**src/sqvb_pkg.sv**
```systemverilog
// ----------------------------------------------------------------------------
// sqvb_pkg
// Shared types and constants of the sprite quad vertex batcher.
// ----------------------------------------------------------------------------
package sqvb_pkg;

    typedef enum logic [1:0] {
        ACT_DRAW  = 2'd0,
        ACT_BEGIN = 2'd1,
        ACT_END   = 2'd2,
        ACT_NONE  = 2'd3
    } t_action;

    localparam logic [63:0] One    = 64'h4000_0000;
    localparam logic [63:0] HalfPi = 64'd1686629713;
    localparam logic [15:0] TilingOne = 16'h0100;

    typedef struct packed {
        logic               is_flush;
        logic               last;
        logic signed [31:0] pos_x;
        logic signed [31:0] pos_y;
        logic signed [31:0] pos_z;
        logic signed [31:0] size_x;
        logic signed [31:0] size_y;
        logic [15:0]        rotation;
        logic [31:0]        color;
        logic [15:0]        tiling;
        logic [4:0]         slot;
        logic [16:0]        batch_indices;
        logic [5:0]         batch_slots;
    } t_job;

    function automatic logic signed [31:0] sat32(input logic signed [36:0] v);
        logic signed [31:0] r;
        if (v > 37'sd2147483647) begin
            r = 32'sh7FFF_FFFF;
        end else if (v < -37'sd2147483648) begin
            r = 32'sh8000_0000;
        end else begin
            r = v[31:0];
        end
        return r;
    endfunction

endpackage

```
**src/sqvb_queue.sv**
```systemverilog
// ----------------------------------------------------------------------------
// sqvb_queue
// Two-entry job queue between the front and back parts.
// ----------------------------------------------------------------------------
module sqvb_queue (
    input  logic           i_clk,
    input  logic           i_rst_n,
    input  logic           i_push,
    input  sqvb_pkg::t_job i_data,
    output logic           o_full,
    input  logic           i_pop,
    output logic           o_empty,
    output sqvb_pkg::t_job o_data
);
    import sqvb_pkg::*;

    t_job       r_mem [2];
    logic       r_wp;
    logic       r_rp;
    logic [1:0] r_cnt;
    logic       push_ok;
    logic       pop_ok;

    assign o_full  = (r_cnt == 2'd2);
    assign o_empty = (r_cnt == 2'd0);
    assign o_data  = r_mem[r_rp];
    assign push_ok = i_push && !o_full;
    assign pop_ok  = i_pop && !o_empty;

    always_ff @(posedge i_clk) begin
        if (push_ok) begin
            r_mem[r_wp] <= i_data;
        end
    end

    always_ff @(posedge i_clk) begin
        if (!i_rst_n) begin
            r_wp  <= 1'b0;
            r_rp  <= 1'b0;
            r_cnt <= 2'd0;
        end else begin
            if (push_ok) r_wp <= !r_wp;
            if (pop_ok) r_rp <= !r_rp;
            r_cnt <= r_cnt + 2'(push_ok) - 2'(pop_ok);
        end
    end
endmodule

```
**config.mk**
```make
export PLATFORM = sky130hd
export DESIGN_NAME = sqvb_queue
export DESIGN_NICKNAME = d
export VERILOG_FILES = /design/src/sqvb_pkg.sv /design/src/sqvb_queue.sv
export SDC_FILE = /design/constraint.sdc
export NUM_CORES = 1
export LEC_CHECK = 0
export BUFFER_PORTS_ARGS = -buffer_cell sky130_fd_sc_hd__buf_2
export CAP_MARGIN = 30
export CORE_MARGIN = 5
export CORE_UTILIZATION = 45
export DETAILED_ROUTE_END_ITERATION = 8
export HOLD_SLACK_MARGIN = 0.08
export PLACE_DENSITY = 0.7
export SYNTH_ARGS = -nofsm -noshare
export SYNTH_HDL_FRONTEND = slang
export SYNTH_SLANG_ARGS = --single-unit
```
**constraint.sdc**
```tcl
create_clock -name i_clk -period 20.3 [get_ports i_clk]
set_clock_uncertainty 0.1 [all_clocks]
set_input_delay 1.015 -clock i_clk [delete_from_list [all_inputs] [get_ports i_clk]]
set_output_delay 1.015 -clock i_clk [all_outputs]
set_load 0.01 [all_outputs]
```
==> results of run 1 <==
-- area by class of cell --
cell class / count / share of cell area
flip-flops and latches: 513 / 0.653
clock buffers: 73 / 0.0608
diodes: 8 / 0.000851
repair buffers: 524 / 0.115
multi-input cells: 273 / 0.137
well taps: 532 / 0.0283
clock inverters: 20 / 0.00489
inverters: 3 / 0.000479
-- per-layer routing --
metal  vias up  wire, µm
met5         -       161
met4        28      1270
met3       103      4080
met2       416     20500
met1      4746     14700
li1       4385         -
-- worst max-delay path, delay by kind of cell, from the launching register on --
family / cells / cell delay, ns
buf+inv: 2 / 0.74
flops: 1 / 0.86
mux: 1 / 0.43
-- cells in the final DEF (no fill, tap or decap), types with 3 or more instances in the layout --
master / count
buf_2: 513
edfxtp_1: 508
mux2_2: 194
mux2_4: 60
clkbuf_16: 53
clkbuf_1: 17
clkinv_1: 11
diode_2: 8
buf_4: 8
clkinv_2: 7
nor2_1: 4
dfxtp_1: 4
inv_1: 3
clkbuf_8: 3
-- cell families after synthesis --
family,share of synthesized area
buffers and inverters,0.0119
adders and majority gates,0.00133
xor gates and xnor gates,0.000933
and+or+nand+nor,0.00333
AOI/OAI and AO/OA,0.000400
muxes,0.165
DFF,0.817
-- flip-flops by register name, indices dropped and copies added (netlist names), named ones only --
signal  flops
r_rp        1
r_cnt       2
r_mem     508
r_wp        1
-- worst min path at each step --
stage / startpoint / endpoint / slack (ns) / depth (start not counted)
after global routing: r_rp / flop / 0.46 / 2
after floorplan: r_wp / r_wp / 0.35 / 2
after CTS: r_rp / flop / 0.43 / 2
final: r_rp / flop / 0.43 / 2
after detailed placement: r_rp / flop / 0.42 / 2
after global placement: r_rp / r_rp / 0.39 / 2
-- power by group through the flow --
| stage | clock network, W | registers (W) | logic (W) |
|---|---|---|---|
| final | 0.000864 | 0.00142 | 0.000805 |
| after global routing | 0.000937 | 0.00143 | 0.000859 |
| after CTS | 0.000889 | 0.00142 | 0.000822 |
| after detailed placement | 0 | 0.00144 | 0.000818 |
| after global placement | 0 | 0.00143 | 0.000811 |
| after floorplan | 0 | 0.00148 | 0.000519 |
-- stage by stage --
stage,cells,power [W],hold slack [ns],util
after floorplan,817,0.00200,0.355,-
after global placement,1843,0.00224,0.393,0.533
after detailed placement,1845,0.00226,0.420,0.534
after CTS,1938,0.00313,0.435,0.572
after global routing,1945,0.00323,0.457,0.572
final,1946,0.00309,0.429,0.572
==> results.cfg, run 1 <==
[clock_tree]
htree_levels = 2
clk_pin_slew_ns = 0.06
clk_latency_ns = 0.56
cts_resized = 0
cts_setup_buffers = 0
cts_sinks = 513
clockRootBuffer = clkbuf_16
cts_buffer_depth = 3
cts-hold-fix-buffers = 0
cts_inserted_buffers = 52
cts_tree = built

[worst_setup_path]
path_cells = buf_12 -> mux2_2 -> buf_2
timing.critical_path.fanout_max = 161
end_kind = primary output
cp-endpoint = o_data[192]
cpPeakStageDelay_ns = 0.86
crit_slowest_cell = dfxtp_4
worstRegToRegCells = 4
cp.arrival_ns = 3.04
r2r-start = r_cnt[0]
r2r_end = r_mem[1][228]
critical_path.startpoint_type = flop
path_class = reg -> out
required_ns = 19.19
rrSetupSlack_ns = 16.82

[timing]
slew_headroom = 0.199
finalCritPeriodShare = 0.205
worstMarginPinSlew_ns = 1.20
setup_violations = 0
final.setup.tns_ns = 0
clock.fmax_mhz = 241
hold_viol_final = 0
rsz0062_at_grt = false
setup_ws_ns = 16.15
slew_viol_final = 0
min_period_ns = 4.15

[place]
gp_congestion = 0.775
dp_slack_ns = 16.23
port_buffers = 513
placed_area_um2 = 22000
dp_hpwl_um = 28200

[synthesis]
syn_inst = 817
async_flop_share = 0
yosysTopAreaCell = edfxtp_1
synth_top_area_share = 0.812
synth-edff-count = 508
ys_seq_area_frac = 0.817
syn_area_um2 = 18800
yosysUniqueCellTypes = 19
synth_warnings = 0
ys_top_cells_by_count = edfxtp_1 (508), mux2_2 (194), mux2_4 (60), buf_4 (11), buf_2 (10)
synthTopCellsByArea = edfxtp_1 (81%), mux2_2 (12%), mux2_4 (4.8%)
syn_nets = 1077
synth_most_common_cell = edfxtp_1
ys_seq_elements = 513
synth_top_flop_cell = edfxtp_1
syn_area_per_cell_um2 = 23.0

[pwr]
switching_share = 0.275
p_switching_w = 0.000849
p_clk_frac = 0.280
p_leak_nw = 8.86
vdd_drop_max_mv = 0.101
intPower_w = 0.00224
power_per_cell_area_nw_per_um2 = 131
p_comb_frac = 0.261
p_seq_frac = 0.460

[floorplan]
core-area_um2 = 41100
die_width_um = 214
die_area_um2 = 45900
die_h_um = 214
start_util = 0.457
io_pins = 514
num_rows = 74

[grt]
grt.busiest_layer = met2
overflow = 0
antenna_found_initial = 23
grt_pass1_wl_um = 60600
track_usage = 0.170
met1_usage = 0.192
grt_use_met3 = 0.0707
grt_pass1_vias = 10400
grt_max_degree = 162
grt_use_met2 = 0.289

[finish]
fin_area_um2 = 23500
syn2layout_area_growth_pct = 25.2
nets = 1627
final-seq-area_um2 = 15400
layout-drive-gt1-share = 0.602
fillers = 3155
multiInputGateArea_um2 = 3220

[run_status]
outcome = finished clean

[routing]
drt_iter0_drc = 500
via_per_inst = 4.97
via_count = 9678
ant_nets = 0
wire_per_inst_um = 20.9
first_pass_iters = 5
drc = 0
wl_um = 40700

[flow_run]
cap_violations = 0

[worst_hold_path]
hp-class = reg -> reg
Note: power is estimated with default switching activity, not from simulation.
==> inputs of run 2 (changes only) <==
--- a/config.mk
+++ b/config.mk
@@ -11,7 +11,7 @@
 export CORE_UTILIZATION = 45
 export DETAILED_ROUTE_END_ITERATION = 8
 export HOLD_SLACK_MARGIN = 0.08
-export PLACE_DENSITY = 0.7
+export PLACE_DENSITY = 0.73
 export SYNTH_ARGS = -nofsm -noshare
 export SYNTH_HDL_FRONTEND = slang
 export SYNTH_SLANG_ARGS = --single-unit
==> constraint.sdc (replaced) <==
create_clock -name i_clk -period 3.8 [get_ports i_clk]
set_clock_uncertainty 0.1 [all_clocks]
set_input_delay 0.19 -clock i_clk [delete_from_list [all_inputs] [get_ports i_clk]]
set_output_delay 0.19 -clock i_clk [all_outputs]
set_load 0.01 [all_outputs]
==> results.cfg, run 2 (synthesis gave the netlist of run 1 again) <==
[run_status]
outcome = finished clean

[pwr]
power_per_cell_area_nw_per_um2 = 663
p_leak_nw = 10.1
vdd_drop_max_mv = 0.509
power.total_w = 0.0176

[finish]
fillers = 2659
final-seq-area_um2 = 15400
regMostFlops = r_mem
largest_reg_flops = 508
top_regs = r_mem: 508 flops, r_cnt: 2 flops
final_cell_mix = buf_2 (513), edfxtp_1 (508), dlygate4sd3_1 (257)
nets = 1895
fin_area_um2 = 26500
multiInputGateArea_um2 = 3240
layout-drive-gt1-share = 0.524
syn2layout_area_growth_pct = 41.0
layout_commonest_cell = buf_2
stdcell_count = 2212

[worst_setup_path]
end_kind = primary output
rrSetupSlack_ns = 1.58
r2r-start = r_cnt[0]
critPathBufInv = 2
critical_path.startpoint_type = flop
cp_num_cells = 3
cpPeakStageDelay_ns = 0.77
crit_slowest_cell = dfxtp_4
r2r_end = r_mem[0][32]
path_cells = buf_12 -> mux2_2 -> buf_2
required_ns = 3.51
worstRegToRegCells = 4
timing.critical_path.fanout_max = 64
cp.arrival_ns = 2.42
crit_family = flip-flops
path_class = reg -> out

[place]
dp_slack_ns = 1.57
gp_congestion = 0.779
port_buffers = 513
dp_hpwl_um = 29700
placed_cells = 1857
placed_area_um2 = 22200

[grt]
grt.busiest_layer = met2
met1_usage = 0.230
antenna_found_initial = 3
track_usage = 0.202
grt_use_met3 = 0.0568
grt_max_degree = 69
grt_pass1_wl_um = 72700
grt_pass1_vias = 12200
grt_use_met2 = 0.371
overflow = 0

[clock_tree]
clk_latency_ns = 0.57
cts_resized = 0
clk_pin_slew_ns = 0.07
cts_tree = built
cts-hold-fix-buffers = 257
cts_setup_buffers = 0
cts_inserted_buffers = 51
cts_buffer_depth = 3
htree_levels = 2
clockRootBuffer = clkbuf_16
cts_sinks = 513

[timing]
clock.fmax_mhz = 369
setup_ws_ns = 1.09
rsz0062_at_grt = false
min_period_ns = 2.71
hold_viol_final = 0
finalCritPeriodShare = 0.713
worstMarginPinSlew_ns = 0.909
final.setup.tns_ns = 0
slew_viol_final = 0
slew_headroom = 0.394
setup_violations = 0

[flow_run]
cap_violations = 0

[floorplan]
core-area_um2 = 41100
die_width_um = 214
num_rows = 74
start_util = 0.457
die_h_um = 214
die_area_um2 = 45900
io_pins = 514

[routing]
drc = 0
via_count = 10900
first_pass_iters = 7
wire_per_inst_um = 21.6
wl_um = 47700
drt_iter0_drc = 670
via_per_inst = 4.93
ant_nets = 0

[worst_hold_path]
hold_depth = 2
hp-class = in -> reg
worstHoldStart = i_data[35]
whs_endpoint = r_mem[0][35]
run 2: worst max-delay path by stage:
stage	to	slack (ns)
after global placement	r_mem[1][115]	1.61
after floorplan	r_mem[0][0]	-1.0
after CTS	o_data[166]	1.01
final	o_data[142]	1.09
after global routing	o_data[253]	0.96
after detailed placement	r_mem[0][59]	1.57
run 2: layer usage:
metal | wire, µm | up-vias
li1 | - | 4900
met1 | 17500 | 5433
met2 | 25300 | 495
met3 | 3660 | 76
met4 | 1280 | 0
met5 | 0 | -
run 2: final cells by class:
class                      instances  share of cell area
clock buffer                      59              0.0509
antenna                            3            0.000283
timing repair buffer             793               0.206
inverter                           3            0.000425
sequential                       513               0.580
multi-input combinational        273               0.122
tap                              532              0.0251
clock inverter                    36              0.0156
run 2: through the flow:
step / hold slack [ns] / util
4_1_cts: 0.196 / 0.644
3_5_place_dp: 0.281 / 0.539
6_report: 0.242 / 0.644
3_3_place_gp: 0.278 / 0.539
2_1_floorplan: 0.189 / -
5_1_grt: 0.220 / 0.644
run 2: power by group:
| group | switching, W | leakage, nW | internal, W | total (W) |
|---|---|---|---|---|
| registers | 0.000297 | 4.79 | 0.00729 | 0.00758 |
| clock network | 0.00208 | 0.858 | 0.00316 | 0.00524 |
| logic | 0.00249 | 4.47 | 0.00224 | 0.00473 |
run 2: worst reg2reg max path, delay by kind of cell, from the launching register on:
kind	cells	cell delay (ns)
AND/OR/NAND/NOR	3	0.90
flip-flops	1	0.35
buffers and inverters	1	0.50
==> inputs of run 3 (changes only) <==
==> constraint.sdc (replaced) <==
create_clock -name i_clk -period 2.3 [get_ports i_clk]
set_clock_uncertainty 0.1 [all_clocks]
set_input_delay 0.115 -clock i_clk [delete_from_list [all_inputs] [get_ports i_clk]]
set_output_delay 0.115 -clock i_clk [all_outputs]
set_load 0.01 [all_outputs]
==> results.cfg, run 3 (synthesis gave the netlist of run 1 again) <==
[run_status]
outcome = finished clean

[grt]
grt_pass1_wl_um = 73700
antenna_found_initial = 3
grt_max_degree = 69
track_usage = 0.206
grt_pass1_vias = 12400
overflow = 0

[pwr]
p_switching_w = 0.00809
p_leak_nw = 10.2
p_comb_frac = 0.287
p_clk_frac = 0.279
power.total_w = 0.0287
vdd_drop_max_mv = 1.33
switching_share = 0.281
intPower_w = 0.0207
power_per_cell_area_nw_per_um2 = 1080
p_seq_frac = 0.433

[timing]
hold_viol_final = 0
slew_viol_final = 0
rsz0062_at_grt = true
clock.fmax_mhz = 448
min_period_ns = 2.23
finalCritPeriodShare = 0.971
setup_violations = 0
worstMarginPinSlew_ns = 0.445
slew_headroom = 0.703

[floorplan]
die_area_um2 = 45900
io_pins = 514
start_util = 0.457
core-area_um2 = 41100
num_rows = 74
die_h_um = 214
die_width_um = 214

[finish]
largest_reg_flops = 508
top_regs = r_mem: 508 flops, r_cnt: 2 flops
layout_commonest_cell = buf_2
final_cell_mix = buf_2 (513), edfxtp_1 (508), dlygate4sd3_1 (257)
regMostFlops = r_mem
layout-drive-gt1-share = 0.523
stdcell_count = 2225
final_util = 0.647
nets = 1909
syn2layout_area_growth_pct = 41.6

[worst_setup_path]
cp_num_cells = 3
crit_family = buffers and inverters
required_ns = 2.09
end_kind = primary output
critPathBufInv = 2
critical_path.startpoint_type = flop
path_cells = buf_16 -> mux2_2 -> buf_2
cp.arrival_ns = 2.02
worstRegToRegCells = 7
path_class = reg -> out
timing.critical_path.fanout_max = 67
crit_slowest_cell = dfxtp_4
cpPeakStageDelay_ns = 0.45

[routing]
first_pass_iters = 7
wl_um = 48500
via_per_inst = 4.99
drc = 0
via_count = 11100
wire_per_inst_um = 21.8
drt_iter0_drc = 635
ant_nets = 0

[worst_hold_path]
hp-class = in -> reg
hold_depth = 2

[place]
port_buffers = 513
gp_congestion = 0.832
placed_cells = 1869
dp_hpwl_um = 30600

[clock_tree]
cts_tree = built
cts_sinks = 513
clk_latency_ns = 0.58
clk_pin_slew_ns = 0.06
clockRootBuffer = clkbuf_16
cts_inserted_buffers = 50
htree_levels = 2
cts_buffer_depth = 3

[flow_run]
cap_violations = 0
run 3: cell count changes in the layout (fill, tap and decap cells not counted), sizes merged:
cell      previous run  this run
buf                536       550
bufinv               9         4
clkbuf              59        62
clkinv              21        24
clkinvlp             5         2
bufbuf               0         1
run 3: through the flow:
stage | hold WS [ns] | worst slack [ns] | instance area, µm² | setup TNS, ns
finish | 0.159 | 0.0676 | 26600 | 0
global route | 0.142 | -0.0131 | 26600 | -0.0131
CTS | 0.121 | 0.0581 | 26600 | 0
detailed placement | 0.206 | 0.518 | 22300 | 0
global placement | 0.202 | 0.596 | 22300 | 0
floorplan | 0.114 | -2.50 | 18800 | -1096.56
run 3: area by class of cell:
class / instances / area (µm²)
multi-input combinational: 273 / 3240
fill: 2651 / 14500
tap: 532 / 666
antenna: 3 / 7.51
clock buffer: 62 / 1360
timing repair buffer: 808 / 5710
clock inverter: 31 / 254
inverter: 3 / 11.3
sequential: 513 / 15400
run 3: what timing repair did:
action                                  CTS  global route
resized for setup                         1             1
endpoints found under the hold margin   559             0
endpoints found under the setup margin   57             1
setup buffers                             2             0
gates cloned                              1             0
hold buffers                            257             0
run 3: worst paths after layout:
| path | end | slack (ns) | startpoint |
|---|---|---|---|
| max | o_data[169] | 0.07 | flop |
| min | r_mem[0][184] | 0.16 | i_data[184] |
| max reg2reg | r_cnt[1] | 0.53 | r_cnt[1] |
| min reg2reg | r_rp | 0.42 | r_rp |
run 3: power groups by stage:
stage	clock [W]	sequential (W)	combinational [W]
after detailed placement	0	0.0126	0.00772
after global routing	0.00862	0.0126	0.00873
after CTS	0.00812	0.0124	0.00825
after global placement	0	0.0125	0.00768
after floorplan	0	0.0127	0.00460
final	0.00803	0.0125	0.00826
run 3: per-layer routing:
layer,GRT usage,routed length [µm]
met3,0.0644,4070
met4,0.0689,1380
met5,0,0
met2,0.367,25400
met1,0.236,17700
