==> config.mk <==
export PLATFORM = sky130hd
export DESIGN_NAME = sqvb_front
export DESIGN_NICKNAME = d
export VERILOG_FILES = /design/src/sqvb_pkg.sv /design/src/sqvb_ram.sv /design/src/sqvb_front.sv
export SDC_FILE = /design/constraint.sdc
export NUM_CORES = 1
export LEC_CHECK = 0
export BUFFER_PORTS_ARGS = -buffer_cell sky130_fd_sc_hd__buf_2
export CORE_MARGIN = 1.5
export CORE_UTILIZATION = 60
export DETAILED_ROUTE_END_ITERATION = 12
export GPL_TIMING_DRIVEN = 0
export PLACE_DENSITY = 0.84
export SETUP_SLACK_MARGIN = 0.1
export SLEW_MARGIN = 20
export SYNTH_ARGS = -nofsm -noshare
export SYNTH_HDL_FRONTEND = slang
export SYNTH_SLANG_ARGS = --single-unit
==> constraint.sdc <==
create_clock -name i_clk -period 20.2 [get_ports i_clk]
set_clock_uncertainty 0.05 [all_clocks]
set_input_delay 1.01 -clock i_clk [delete_from_list [all_inputs] [get_ports i_clk]]
set_output_delay 1.01 -clock i_clk [all_outputs]
set_load 0.005 [all_outputs]
==> src/sqvb_pkg.sv <==
// ----------------------------------------------------------------------------
// sqvb_pkg
// Shared types and constants of the sprite quad vertex batcher.
// ----------------------------------------------------------------------------
package sqvb_pkg;

    typedef enum logic [1:0] {
        ACT_DRAW  = 2'd0,
        ACT_BEGIN = 2'd1,
        ACT_END   = 2'd2,
        ACT_NONE  = 2'd3
    } t_action;

    localparam logic [63:0] One    = 64'h4000_0000;
    localparam logic [63:0] HalfPi = 64'd1686629713;
    localparam logic [15:0] TilingOne = 16'h0100;

    typedef struct packed {
        logic               is_flush;
        logic               last;
        logic signed [31:0] pos_x;
        logic signed [31:0] pos_y;
        logic signed [31:0] pos_z;
        logic signed [31:0] size_x;
        logic signed [31:0] size_y;
        logic [15:0]        rotation;
        logic [31:0]        color;
        logic [15:0]        tiling;
        logic [4:0]         slot;
        logic [16:0]        batch_indices;
        logic [5:0]         batch_slots;
    } t_job;

    function automatic logic signed [31:0] sat32(input logic signed [36:0] v);
        logic signed [31:0] r;
        if (v > 37'sd2147483647) begin
            r = 32'sh7FFF_FFFF;
        end else if (v < -37'sd2147483648) begin
            r = 32'sh8000_0000;
        end else begin
            r = v[31:0];
        end
        return r;
    endfunction

endpackage

==> src/sqvb_ram.sv <==
// ----------------------------------------------------------------------------
// sqvb_ram
// Generic single write port RAM with registered read.
// ----------------------------------------------------------------------------
module sqvb_ram #(
    parameter int WIDTH = 16,
    parameter int DEPTH = 32
) (
    input  logic                     i_clk,
    input  logic                     i_we,
    input  logic [$clog2(DEPTH)-1:0] i_waddr,
    input  logic [WIDTH-1:0]         i_wdata,
    input  logic [$clog2(DEPTH)-1:0] i_raddr,
    output logic [WIDTH-1:0]         o_rdata
);
    logic [WIDTH-1:0] r_mem [DEPTH];
    logic [WIDTH-1:0] r_rdata;

    always_ff @(posedge i_clk) begin
        if (i_we) begin
            r_mem[i_waddr] <= i_wdata;
        end
        r_rdata <= r_mem[i_raddr];
    end

    assign o_rdata = r_rdata;
endmodule

==> src/sqvb_front.sv <==
// ----------------------------------------------------------------------------
// sqvb_front
// Accept items, keep batch counts, look up texture slots, queue jobs.
// ----------------------------------------------------------------------------
module sqvb_front #(
    parameter int MAX_QUADS     = 16384,
    parameter int TEXTURE_SLOTS = 32
) (
    input  logic               i_clk,
    input  logic               i_rst_n,
    input  logic               i_valid,
    output logic               o_stall,
    input  logic [1:0]         i_action,
    input  logic signed [31:0] i_pos_x,
    input  logic signed [31:0] i_pos_y,
    input  logic signed [31:0] i_pos_z,
    input  logic signed [31:0] i_size_x,
    input  logic signed [31:0] i_size_y,
    input  logic [15:0]        i_rotation,
    input  logic               i_textured,
    input  logic [15:0]        i_texture_id,
    input  logic [15:0]        i_tiling,
    input  logic [31:0]        i_color,
    output logic               o_push,
    output sqvb_pkg::t_job     o_job,
    input  logic               i_full
);
    import sqvb_pkg::*;

    localparam int IdxW = $clog2(MAX_QUADS * 6 + 1);
    localparam int SW   = $clog2(TEXTURE_SLOTS + 1);
    localparam int AW   = $clog2(TEXTURE_SLOTS);
    localparam logic [IdxW-1:0] IdxLimit = IdxW'(MAX_QUADS * 6);
    localparam logic [SW-1:0]   SlotsMax = SW'(TEXTURE_SLOTS);

    typedef enum logic [7:0] {
        F_IDLE       = 8'b0000_0001,
        F_FLUSH_IDX  = 8'b0000_0010,
        F_FLUSH_END  = 8'b0000_0100,
        F_RD         = 8'b0000_1000,
        F_CMP        = 8'b0001_0000,
        F_FLUSH_SLOT = 8'b0010_0000,
        F_ALLOC      = 8'b0100_0000,
        F_QUAD       = 8'b1000_0000
    } t_fstate;

    t_fstate            r_state, n_state;
    logic [IdxW-1:0]    r_idx, n_idx;
    logic [SW-1:0]      r_slots, n_slots;
    logic [SW-1:0]      r_scan, n_scan;
    logic [SW-1:0]      r_slot, n_slot;
    logic signed [31:0] r_pos_x, r_pos_y, r_pos_z, r_size_x, r_size_y;
    logic [15:0]        r_rotation, r_tid, r_tiling;
    logic               r_textured;
    logic [31:0]        r_color;
    logic               accept;
    logic               ram_we;
    logic [15:0]        ram_rdata;
    logic [IdxW+16:0]   idx_ext;
    logic [SW+5:0]      slots_ext;
    logic [SW+4:0]      slot_ext;

    assign o_stall = (r_state != F_IDLE);
    assign accept  = i_valid && !o_stall;
    assign ram_we  = (r_state == F_ALLOC);

    sqvb_ram #(.WIDTH(16), .DEPTH(TEXTURE_SLOTS)) u_slot_ram (
        .i_clk   (i_clk),
        .i_we    (ram_we),
        .i_waddr (r_slots[AW-1:0]),
        .i_wdata (r_tid),
        .i_raddr (r_scan[AW-1:0]),
        .o_rdata (ram_rdata)
    );

    always_ff @(posedge i_clk) begin
        if (accept) begin
            r_pos_x    <= i_pos_x;
            r_pos_y    <= i_pos_y;
            r_pos_z    <= i_pos_z;
            r_size_x   <= i_size_x;
            r_size_y   <= i_size_y;
            r_rotation <= i_rotation;
            r_textured <= i_textured;
            r_tid      <= i_texture_id;
            r_tiling   <= i_tiling;
            r_color    <= i_color;
        end
    end

    always_comb begin
        n_state = r_state;
        n_idx   = r_idx;
        n_slots = r_slots;
        n_scan  = r_scan;
        n_slot  = r_slot;
        o_push  = 1'b0;
        unique case (r_state)
            F_IDLE: begin
                if (accept) begin
                    n_scan = SW'(1);
                    n_slot = '0;
                    unique case (t_action'(i_action))
                        ACT_BEGIN: begin
                            n_idx   = '0;
                            n_slots = SW'(1);
                        end
                        ACT_END: n_state = F_FLUSH_END;
                        ACT_DRAW: begin
                            priority if (r_idx >= IdxLimit) n_state = F_FLUSH_IDX;
                            else if (i_textured) n_state = F_RD;
                            else n_state = F_QUAD;
                        end
                        default: n_state = F_IDLE;
                    endcase
                end
            end
            F_FLUSH_END: begin
                o_push = !i_full;
                if (!i_full) n_state = F_IDLE;
            end
            F_FLUSH_IDX: begin
                o_push = !i_full;
                if (!i_full) begin
                    n_idx   = '0;
                    n_slots = SW'(1);
                    n_state = r_textured ? F_RD : F_QUAD;
                end
            end
            F_RD: begin
                priority if (r_scan < r_slots) n_state = F_CMP;
                else if (r_slots >= SlotsMax) n_state = F_FLUSH_SLOT;
                else n_state = F_ALLOC;
            end
            F_CMP: begin
                if (ram_rdata == r_tid) begin
                    n_slot  = r_scan;
                    n_state = F_QUAD;
                end else begin
                    n_scan  = r_scan + SW'(1);
                    n_state = F_RD;
                end
            end
            F_FLUSH_SLOT: begin
                o_push = !i_full;
                if (!i_full) begin
                    n_idx   = '0;
                    n_slots = SW'(1);
                    n_state = F_ALLOC;
                end
            end
            F_ALLOC: begin
                n_slot  = r_slots;
                n_slots = r_slots + SW'(1);
                n_state = F_QUAD;
            end
            F_QUAD: begin
                o_push = !i_full;
                if (!i_full) begin
                    n_idx   = r_idx + IdxW'(6);
                    n_state = F_IDLE;
                end
            end
            default: n_state = F_IDLE;
        endcase
    end

    always_ff @(posedge i_clk) begin
        if (!i_rst_n) begin
            r_state <= F_IDLE;
            r_idx   <= '0;
            r_slots <= SW'(1);
            r_scan  <= SW'(1);
            r_slot  <= '0;
        end else begin
            r_state <= n_state;
            r_idx   <= n_idx;
            r_slots <= n_slots;
            r_scan  <= n_scan;
            r_slot  <= n_slot;
        end
    end

    assign idx_ext   = {17'd0, r_idx};
    assign slots_ext = {6'd0, r_slots};
    assign slot_ext  = {5'd0, r_slot};

    always_comb begin
        o_job.is_flush      = (r_state != F_QUAD);
        o_job.last          = (r_state == F_QUAD) || (r_state == F_FLUSH_END);
        o_job.pos_x         = r_pos_x;
        o_job.pos_y         = r_pos_y;
        o_job.pos_z         = r_pos_z;
        o_job.size_x        = r_size_x;
        o_job.size_y        = r_size_y;
        o_job.rotation      = r_rotation;
        o_job.color         = r_textured ? 32'hFFFF_FFFF : r_color;
        o_job.tiling        = r_textured ? r_tiling : TilingOne;
        o_job.slot          = slot_ext[4:0];
        o_job.batch_indices = idx_ext[16:0];
        o_job.batch_slots   = slots_ext[5:0];
    end
endmodule

==> metrics.txt, run 1 <==
clk sink count=810; worst vdd ir=103 uV; final period utilization=0.197; ranking of synthesized cells by area=edfxtp_1 75%, mux4_2 9.6%, dfxtp_1 3.8%, nor2_1 0.96%, mux2i_1 0.73%; worst hold margin=0.421 ns; Tmin final=3.98 ns; critical-path cell list=buf_2, buf_1, buf_1, mux2i_1, a311oi_1, a222oi_1, a21oi_1; ys flop type=edfxtp_1; final core occ=0.751; Hold Path Class=reg2reg; Setup TNS=0 ns; share of post-route cells with drive strength above 1=0.410; CP Data Required Time=20.72 ns; grt met2 use=0.607; Layout area overhead=22.8%; M1 GR Usage=0.508; hpwl dp=70200 um; CP max FO=10; cts repair resizes=0; Core ar.=0.0492 mm^2; cell row count=81; met3 usage=0.119; htree depth=3; startpoint types=register; MaxCap Viol Count=0; busiest layer in global routing=met2; Hold-fix buffers, CTS=0; Slowest cell on crit path=a311oi_1; final WL=103000 um; I/O Buffers=501; antenna violations before repair=20; Synth Net Count=1741; FFs w/ async S/R, synth=0; Total GRT Usage=0.399; Initial DRC Count=2990; CP arrival=4.49 ns; PwrDens=100 mW/mm^2; Buf/Inv on CP=3; Routed Antenna Nets=0; delay of the slowest cell on the worst path=1.03 ns; I/O pin cnt=503; worst skew pair latency=0.64 ns; Via density=6.65; Final Max Tran Viols=0; post-synth top area share=0.752; die area=0.0515 mm^2; Num CTS Buffers=79; chip width=227 um; post-synthesis sequential area ratio=0.790; largest area contributor in the netlist=edfxtp_1; synthesized area per cell=20.3 um^2; actual slew at the worst max-slew pin=1.40 ns; RSZ-0062 raised after global routing=false; Layout Cells excl Fill=2859; most frequent cells in the layout=753 x edfxtp_1, 510 x buf_2, 128 x mux4_2; crit path kind=reg2reg; Placer Congestion=1.07; status=completed; Layout Nets=2371; commonest non-fill, non-tap cell in the layout=edfxtp_1; TritonCTS clock tree=done; postcts setup bufs=0; number of filler cells placed in the layout=2605; First-pass DRT Iterations=9; clock buffer depth=3; Post-Syn Instances=1483; vias in the first global route=18300; DR WL/cell=36.2 um; placed insts=2682; first-pass GRT wire length=138000 um; largest net degree at the start of global routing=119; total number of vias=19000; slew margin rel.=0.0623; DRC violations left=0; delay-heaviest family, CP=buffers and inverters; cell mode on critical path=buf_1; Worst Setup End Kind=register; final hold violations=0; initial core utilization=0.612; Leakage=13.0 nW; Root Buffer=clkbuf_16; GR Overflow Total=0; Mapped Area=0.0301 mm^2; Synthesis Warnings=0; Synth cell types=67; EDFF count, synth=753; FMAX=251 MHz; Die H=227 um; Reg clk slew, reported paths=0.07 ns; flops & latches, synth=810; Final setup viols=0
==> cells by family (layout without fill, tap and decap cells) <==
| kind of cell | Yosys count | after routing | share of synthesized area |
|---|---|---|---|
| AO/OA/AOI/OAI | 136 | 136 | 0.0345 |
| buffers and inverters | 82 | 778 | 0.0112 |
| XOR/XNOR | 37 | 37 | 0.0108 |
| adder cells (fa/ha/maj) | 11 | 11 | 0.00458 |
| flip-flops | 810 | 810 | 0.790 |
| multiplexers | 151 | 151 | 0.104 |
| other | 1 | 17 | 0.000125 |
| AND/OR/NAND/NOR | 255 | 255 | 0.0453 |
==> through the flow <==
step	total power, W	cell area (um^2)	setup WS (ns)
after detailed placement	0.00216	34000	16.51
after floorplan	0.00203	30100	12.77
final	0.00369	36900	16.22
after CTS	0.00367	36600	16.40
after global routing	0.00375	36900	16.29
after global placement	0.00217	33400	10.53
==> worst reg2reg max path, delay by kind of cell (launching register included) <==
kind	cells	cell delay, ns
multiplexers	1	0.21
flip-flops	1	0.40
buffers and inverters	3	1.66
AO/OA/AOI/OAI	3	1.61
==> path summary, 6_finish.rpt <==
| path | to | startpoint | slack, ns | cells after the start |
|---|---|---|---|---|
| min reg2reg | r_slot[1] | r_slot[1] | 0.42 | 2 |
| min | r_slot[1] | r_slot[1] | 0.42 | 2 |
| max | u_slot_ram.o_rdata[1] | r_scan[1] | 16.22 | 7 |
| max reg2reg | u_slot_ram.o_rdata[1] | r_scan[1] | 16.22 | 7 |
==> final cells by class <==
cell class / instances / area [um^2] / share of cell area
Clock buffer: 106 / 2220 / 0.0602
Clock inverter: 41 / 453 / 0.0123
Timing Repair Buffer: 549 / 3190 / 0.0865
Buffer: 65 / 279 / 0.00756
Antenna cell: 16 / 40.0 / 0.00108
Tap cell: 664 / 831 / 0.0225
Multi-Input combinational cell: 591 / 6070 / 0.165
Inverter: 17 / 71.3 / 0.00193
Sequential cell: 810 / 23800 / 0.643
==> synth_stat cells (all sizes together), types with 6 or more instances <==
cell and number:
mux4 128, buf 25, ha 11, xnor2 14, nor4 9, a211oi 19, a222oi 16, nand2b 7
a311oi 16, and2 18, o21ai 20, nand3 13, or2 35, clkbuf 40, edfxtp 753, inv 16
mux2i 22, xor2 23, nor2b 18, a21o 18, nand4 6, nand2 46, dfxtp 57, a21oi 16
nor2 81
==> routing by layer <==
metal,vias up,part of all wire
li1,7274,-
met1,9424,0.33
met2,1872,0.46
met3,425,0.14
met4,6,0.076
met5,-,0.00042
==> registers in the layout (all words and copies together), names as in the netlist, 6 cells and up <==
| signal | cells |
|---|---|
| r_color | 32 |
| u_slot_ram.r_mem | 512 |
| r_size_x | 32 |
| r_pos_x | 32 |
| r_pos_z | 32 |
| r_rotation | 16 |
| r_state | 8 |
| r_tid | 16 |
| u_slot_ram.o_rdata | 16 |
| r_scan | 6 |
| r_slots | 6 |
| r_size_y | 32 |
| r_tiling | 16 |
| r_idx | 16 |
| r_pos_y | 32 |
==> power by group <==
group          switching (W)  total (W)  internal, W
clock network       0.000654    0.00155     0.000893
registers          0.0000399    0.00194      0.00190
logic               0.000133   0.000203    0.0000693
total               0.000827    0.00369      0.00287
(Power assumes the default switching activity.)
==> run 2, diff against run 1 <==
Settings changed: ABC_AREA from default to 1, CORE_UTILIZATION 60 to 56, PLACE_DENSITY 0.84 to 0.79.
Clock period 20.2 ns to 4.1 ns, I/O delays scaled along.
==> run 2 against run 1 <==
  * Maximum frequency increased by 27%
  * Register-to-register slack lost 15 ns
  * Cell count grew 40%
  * Flip-flop and latch count did not move
  * Synthesized cell count rose by 58%
  * Count of clock-buffer cells in the layout is 1 higher
  * Sequential share of layout area decreased by 5.6 points
  * Worst setup slack worse by 15 ns
  * Non-clock buffer count up 308
  * Final area grew 9.6%
==> metrics.txt, run 2 <==
status=completed; chip width=238 um; GR Overflow Total=0; Min-Delay Path Depth=7; final period utilization=0.762; final WL=110000 um; worst vdd ir=647 uV; register area=0.0238 mm^2; Via density=6.17; synthesized area per cell=13.2 um^2; FFs w/ async S/R, synth=0; Synth Net Count=2601; most numerous cell in the Yosys netlist=edfxtp_1; Layout Nets=3487; postcts setup bufs=0; Core ar.=0.0549 mm^2; Layout area overhead=30.4%; TritonCTS clock tree=done; post-synthesis sequential area ratio=0.766; Worst Setup End Kind=register; largest reg by FF count=u_slot_ram.r_mem; ys flop type=edfxtp_1; MaxCap Viol Count=0; share of post-route cells with drive strength above 1=0.249; largest net degree at the start of global routing=40; Tmin final=3.13 ns; vias in the first global route=23600; multi-input logic area=0.00640 mm^2; Post-Syn Instances=2343; DRC violations left=0; critical-path cell list=nor2_1, nand2_2, inv_2, nand2_1, inv_1, buf_2, nand2_1, nor2_2, buf_6; post-synth top area share=0.729; ranking of synthesized cells by area=edfxtp_1 73%, nor2_1 5.0%, o21ai_0 4.2%, dfxtp_1 3.7%, nand2_1 2.6%; max FFs per register=512; number of filler cells placed in the layout=3211; r2r worst-path depth=9; Synth cell types=41; Hold Path Class=in2reg; dpl cell area=0.0353 mm^2; CP Data Required Time=4.38 ns; R2R Path End=u_slot_ram.r_mem[8][4]; antenna violations before repair=3; clock buffer depth=3; flops & latches, synth=810; crit path kind=reg2reg; die area=0.0568 mm^2; worst skew pair latency=0.64 ns; cell row count=86; FMAX=320 MHz; Slowest cell on crit path=nor2_2; Synthesis Warnings=0; Buf/Inv on CP=4; largest area contributor in the netlist=edfxtp_1; Final Max Tran Viols=0; RSZ-0062 raised after global routing=false; most frequent cells in the layout=753 x edfxtp_1, 538 x buf_2, 384 x nor2_1; Num CTS Buffers=82; commonest non-fill, non-tap cell in the layout=edfxtp_1; DR WL/cell=27.6 um; Leakage=14.9 nW; Synth top cells by count=753 x edfxtp_1, 417 x nor2_1, 262 x o21ai_0, 218 x nand2_1, 98 x inv_1; delay-heaviest family, CP=simple AND/OR/NAND/NOR gates; PwrDens=483 mW/mm^2; total number of vias=24700; Reg clk slew, reported paths=0.06 ns; Die H=238 um; slew margin rel.=0.346; Critical R2R Launch=r_state[1]; Routed Antenna Nets=0; Total GRT Usage=0.377; actual slew at the worst max-slew pin=0.980 ns; Finished Cell Area=0.0405 mm^2; First-pass DRT Iterations=6; delay of the slowest cell on the worst path=0.76 ns; first-pass GRT wire length=154000 um; Initial DRC Count=3944; overall power=0.0195 W; Min-Delay Startpoint=i_valid; reg2reg setup slack=0.97 ns; EDFF count, synth=753; CP arrival=3.40 ns; cell mode on critical path=nand2_1; hpwl dp=72100 um; final hold violations=0; Hold-fix buffers, CTS=247; Placer Congestion=1.03; startpoint types=register; Root Buffer=clkbuf_16; worst hold path endpoint=r_state[2]; htree depth=3; Mapped Area=0.0310 mm^2; I/O Buffers=501; I/O pin cnt=503; initial core utilization=0.565; clk sink count=810; CP max FO=10; final core occ=0.737; cts repair resizes=0; Final setup viols=0
-- run 2: cell count changes after synthesis, moves of 60 or more --
cell and delta:
o22ai_1 +69, nand2_1 +172, nand3_1 +82, mux4_2 -128, o21ai_0 +244, o211ai_1 +60, nor2_1 +340, inv_1 +84
-- run 2: routing by layer --
layer  track usage  share of wire
met5             0              0
met2         0.563           0.45
met3         0.112           0.15
met1         0.493           0.34
met4         0.221          0.068
-- run 2: logic make-up after synthesis --
family | synth area share
adders and majority gates | 0.00444
DFF | 0.766
and+or+nand+nor | 0.113
AOI/OAI and AO/OA | 0.0823
xor gates and xnor gates | 0.00367
buffers and inverters | 0.0310
other | 0.000121
-- run 2: worst reg2reg max path, delay by kind of cell (launching register included) --
kind | cells | cell delay (ns)
buf+inv | 4 | 0.69
flops | 1 | 0.33
simple gates | 5 | 1.75
-- run 2: worst max path at each step --
stage	slack, ns	cells past startpoint	to	startpoint
2_1_floorplan	-0.55	5	r_color[0]	r_state[7]
3_3_place_gp	-1.85	5	r_rotation[3]	r_state[2]
3_5_place_dp	1.06	9	u_slot_ram.r_mem[8][1]	r_state[4]
4_1_cts	1.06	9	u_slot_ram.r_mem[8][3]	r_state[4]
5_1_grt	0.84	9	u_slot_ram.r_mem[8][3]	r_state[4]
6_report	0.97	9	u_slot_ram.r_mem[8][4]	r_state[1]
-- run 2: final cells by class --
cell class	instances	area share
Sequential cell	810	0.587
Buffer	120	0.0140
Inverter	105	0.00983
Clock inverter	39	0.00897
Tap cell	704	0.0218
Antenna cell	4	0.000247
Multi-Input combinational cell	1308	0.158
Timing Repair Buffer	802	0.144
Clock buffer	107	0.0559
-- run 2: stage by stage --
step / std cells / TNS [ns] / hold WS [ns] / setup WS (ns)
3_5_place_dp: 3599 / 0 / 0.333 / 1.06
3_3_place_gp: 3548 / -433.03 / 0.332 / -1.85
5_1_grt: 3997 / 0 / 0.127 / 0.838
4_1_cts: 3992 / 0 / 0.0621 / 1.06
2_1_floorplan: 2343 / -133.64 / 0.224 / -0.555
6_report: 3999 / 0 / 0.0879 / 0.975
-- run 2: report_power, final --
part	internal [W]	switching, W	total, W
clock network	0.00432	0.00325	0.00758
logic	0.000820	0.00145	0.00227
registers	0.00944	0.000248	0.00969
